## src/sv/phta_ram.sv

```systemverilog
// Generic single-port synchronous RAM with a registered read.
// No dependencies.
module phta_ram #(
  parameter int Width = 8,
  parameter int Depth = 16
) (
  input  logic                     clk,
  input  logic                     we,
  input  logic [$clog2(Depth)-1:0] addr,
  input  logic [Width-1:0]         wdata,
  output logic [Width-1:0]         rdata
);
  logic [Width-1:0] mem [Depth];

  always_ff @(posedge clk) begin
    if (we) begin
      mem[addr] <= wdata;
    end
    rdata <= mem[addr];
  end
endmodule

```

## config.mk

```make
export PLATFORM = sky130hd
export DESIGN_NAME = phta_ram
export DESIGN_NICKNAME = d
export VERILOG_FILES = /design/src/sv/phta_ram.sv
export SDC_FILE = /design/constraint.sdc
export NUM_CORES = 1
export LEC_CHECK = 0
export ABC_AREA = 1
export BUFFER_PORTS_ARGS = -buffer_cell sky130_fd_sc_hd__buf_2
export CAP_MARGIN = 20
export CORE_ASPECT_RATIO = 0.7
export CORE_MARGIN = 2
export CORE_UTILIZATION = 50
export CTS_CLUSTER_DIAMETER = 60
export DETAILED_ROUTE_END_ITERATION = 7
export GPL_ROUTABILITY_DRIVEN = 0
export PLACE_DENSITY = 0.67
export SLEW_MARGIN = 20
export SYNTH_ARGS = -nofsm -noshare
export SYNTH_HDL_FRONTEND = slang
export SYNTH_SLANG_ARGS = --single-unit
```

## constraint.sdc

```tcl
create_clock -name clk -period 4.55 [get_ports clk]
set_input_delay 0.455 -clock clk [delete_from_list [all_inputs] [get_ports clk]]
set_output_delay 0.455 -clock clk [all_outputs]
set_load 0.05 [all_outputs]
```

# After elaboration in Yosys (flattened, before gate mapping)
# Memories as Yosys holds them, arrays and structs flattened. A register that Yosys moved wholly into a read port is not among the register bits.
# Cells that the tools add are included.
# totals
reg_bits	0
mem_bits_rw	128
in_bits	14
wordCells	3
n_memories	1
# memory_table
memory	depth	word_bits	rd	rd_ports_with_merged_regs	wr	line_no	source
mem	16	8	1	1	1	13	logic [Width-1:0] mem [Depth];
# classes
muxes	2
# op_table
cell	n
1-bit two-way mux	2

# Logic depth before layout (Yosys ltp)
# depth
ltp_word	2
mapped_depth	11
ltp_nobuf	9

# Worst setup path before layout
# Ideal clock, no wire load.
# synth_path
kind	input-to-reg
from	input addr[1]
to	memory mem[3][0] (enable)
setup_ns	0.370
t_arrival_ns	1.462
slack_ns	2.718
path_stages	4
cell_sequence	buf_2 > clkbuf_1 > nand3_1 > nor2_1
# synth_lines
element	line_no	source
start: declaration	9	input logic [$clog2(Depth)-1:0] addr,
end: declaration	13	
# No word-level cell before the write port.

# Worst setup path after layout
# layout_path
from	input addr[0]
to	memory mem[4][7] (enable)
# No word-level cell before the write port.

==> results.py <==
metrics = {
    "clock_network": {
        "cts_tree": "built",
        "cts_hold_buf": 0,
        "numCtsBuffers": 17,
        "cts_buffer_depth": 2,
        "h-tree-depth": 4,
        "clock-sinks": 136,
        "postCtsSetupBuffers": 0,
        "post_cts_resize_count": 0,
        "path_clk_slew_ns": 0.06,
        "root_buffer": "clkbuf_16",
        "insertion_delay_ns": 0.42,
    },
    "sta": {
        "post-route-min-period_ns": 2.397,
        "tightest_slew_ns": 0.8907,
        "finalHoldViolCount": 0,
        "rsz0062_at_grt": "false",
        "fin_worst_skew_ns": 0.006643,
        "relSlewSlack_pct": 40.62,
        "fin_setup_tns_ns": 0,
        "finalSetupViolCount": 0,
        "finalCritPeriodShare_pct": 52.68,
        "slew_violations": 0,
        "max_freq_mhz": 417.2,
    },
    "synthesis": {
        "synth_top_area_share_pct": 68.72,
        "syn_area_um2": 5593,
        "synthTopCellsByArea": "edfxtp_1, nand2_1, dfxtp_1, inv_1, nor2_1",
        "yosysSeqAreaShare_pct": 71.59,
        "synth_nets": 562,
        "ys_types": 11,
        "synth_cells": 548,
        "ys_ff_latch": 136,
        "yosys_warnings": 0,
        "synth_top_cell_by_area": "edfxtp_1",
        "avgSynthCellArea_um2": 10.21,
    },
    "routing": {
        "wire_per_inst_um": 17.20,
        "drt_pre_antenna_iters": 5,
        "routed_wl_mm": 12.64,
        "drt_iter0_markers": 419,
        "viasPerCell": 5.056,
        "postRouteAntennaNets": 0,
        "drcViolationCount": 0,
        "vias": 3716,
    },
    "finish": {
        "final_design_area_no_fill_um2": 6359,
        "final_cell_mix": "nand2_1, edfxtp_1, inv_1, buf_2, nor2_1",
        "area_growth_pct": 13.69,
        "drive_gt1_share_pct": 8.763,
        "final_common_cell": "nand2_1",
        "nets": 583,
        "diodes": 0,
    },
    "global_routing": {
        "grt_pass1_wl_mm": 19.23,
        "grt_overflow": 0,
        "antenna_found_initial": 0,
        "grt_max_degree": 48,
        "grt_pass1_vias": 3400,
        "track_usage_pct": 22.72,
    },
    "setup_path": {
        "crit_fanout": 47,
        "path_buf_inv": 2,
        "crit_arrival_ns": 2.44,
        "cp_slowest_cell": "nor2_1",
        "cp-end-kind": "flop",
        "required_ns": 4.59,
        "path_delay_family": "buffers and inverters",
        "slowest_delay_ns": 0.67,
        "path_cells": "buf_2 -> inv_2 -> nand3_1 -> nor2_1",
        "setup.worst_path.class": "primary input to flop",
        "cp-start-kind": "primary input",
    },
    "run_status": {
        "status": "complete, no violations",
    },
    "die": {
        "start_util_pct": 50.98,
        "die_w_um": 130.4,
        "dieArea_um2": 12060,
        "dieHeight_um": 92.49,
        "ioPinCount": 22,
        "std_cell_rows": 32,
        "core_um2": 10970,
    },
    "hold_path": {
        "hold_path.class": "primary input to flop",
    },
    "power": {
        "p_comb_share_pct": 6.7,
        "ir_worst_vdd_v": 0.0002837,
        "pwr_density_cell_nw_per_um2": 460.8,
        "clkPwrFrac_pct": 45.2,
        "seqPwrFrac_pct": 48.1,
        "switching_share_pct": 22.31,
        "power_leakage_nw": 2.711,
        "p_sw_uw": 653.7,
        "p_int_mw": 2.276,
    },
    "place": {
        "place_area_um2": 5788,
        "hpwlAfterDp_mm": 8.023,
        "io_buffers": 21,
    },
    "job": {
        "cap_viol_max_count": 0,
    },
}
[through the flow]
| stage | total power, mW | utilization [%] | cells | setup slack (ns) | hold WS [ns] |
|---|---|---|---|---|---|
| after floorplan | 1.560 | - | 548 | 2.718 | 0.5539 |
| after global placement | 1.626 | 52.76 | 703 | 1.799 | 0.7166 |
| after detailed placement | 1.628 | 52.76 | 703 | 1.747 | 0.7420 |
| after CTS | 2.934 | 57.96 | 735 | 2.173 | 0.4744 |
| after global routing | 3.014 | 57.96 | 735 | 1.950 | 0.4725 |
| final | 2.930 | 57.96 | 735 | 2.153 | 0.4663 |
[cell usage after synthesis (all sizes together)]
library cell	count
buf	18
clkbuf	3
clkinv	1
dfxtp	8
edfxtp	128
inv	22
nand2	346
nand3	4
nor2	18
[worst register-to-register path, cell delays in order, from the launching register on]
cell and delay, ns:
edfxtp_1 0.38, nand2_1 0.08, nand2_1 0.10, nand2_1 0.08, nand2_1 0.07, nand2_1 0.06
nand2_1 0.06, inv_1 0.05, nand2_1 0.10
[sequential cells by signal, indices dropped and copies added, names as in the netlist]
signal	flops
rdata	8
mem	128
[power groups by stage]
| stage | clock, mW | sequential (mW) | combinational, mW |
|---|---|---|---|
| final | 1.33 | 1.41 | 0.196 |
| after global routing | 1.39 | 1.41 | 0.217 |
| after CTS | 1.33 | 1.41 | 0.195 |
| after detailed placement | 0 | 1.43 | 0.194 |
| after global placement | 0 | 1.43 | 0.192 |
| after floorplan | 0 | 1.46 | 0.0966 |
[cells by family (layout without fill, tap and decap cells)]
| group | count (synthesis) | after routing | share of synthesized area (%) |
|---|---|---|---|
| buf+inv | 44 | 78 | 3.624 |
| flops | 136 | 136 | 71.59 |
| simple gates | 368 | 368 | 24.79 |
[worst paths after layout]
check / depth (start not counted) / from / slack, ns / to
setup / recovery: 4 / addr[0] / 2.15 / mem[4][7]
hold / removal: 1 / wdata[6] / 0.47 / mem[3][6]
setup reg to reg: 8 / mem[5][2] / 3.44 / rdata[2]
hold reg to reg: 8 / mem[10][0] / 0.75 / rdata[0]
[area by class of cell]
type | instances | area [um2]
clock buffers | 24 | 471.7
clock inverters | 8 | 98.84
fillers | 947 | 4612
inverters | 23 | 86.33
multi-input cells | 368 | 1386
flip-flops and latches | 136 | 4004
well taps | 153 | 191.4
repair buffers | 23 | 120.1
[layer usage]
layer,up-vias,part of all wire (%),global-route usage (%)
met5,-,0,0
met2,177,41,30.15
met3,12,9.3,5.604
met1,1735,49,36.88
li1,1792,-,-
met4,0,0.96,6.383
Power figures use the tool's default switching activity.
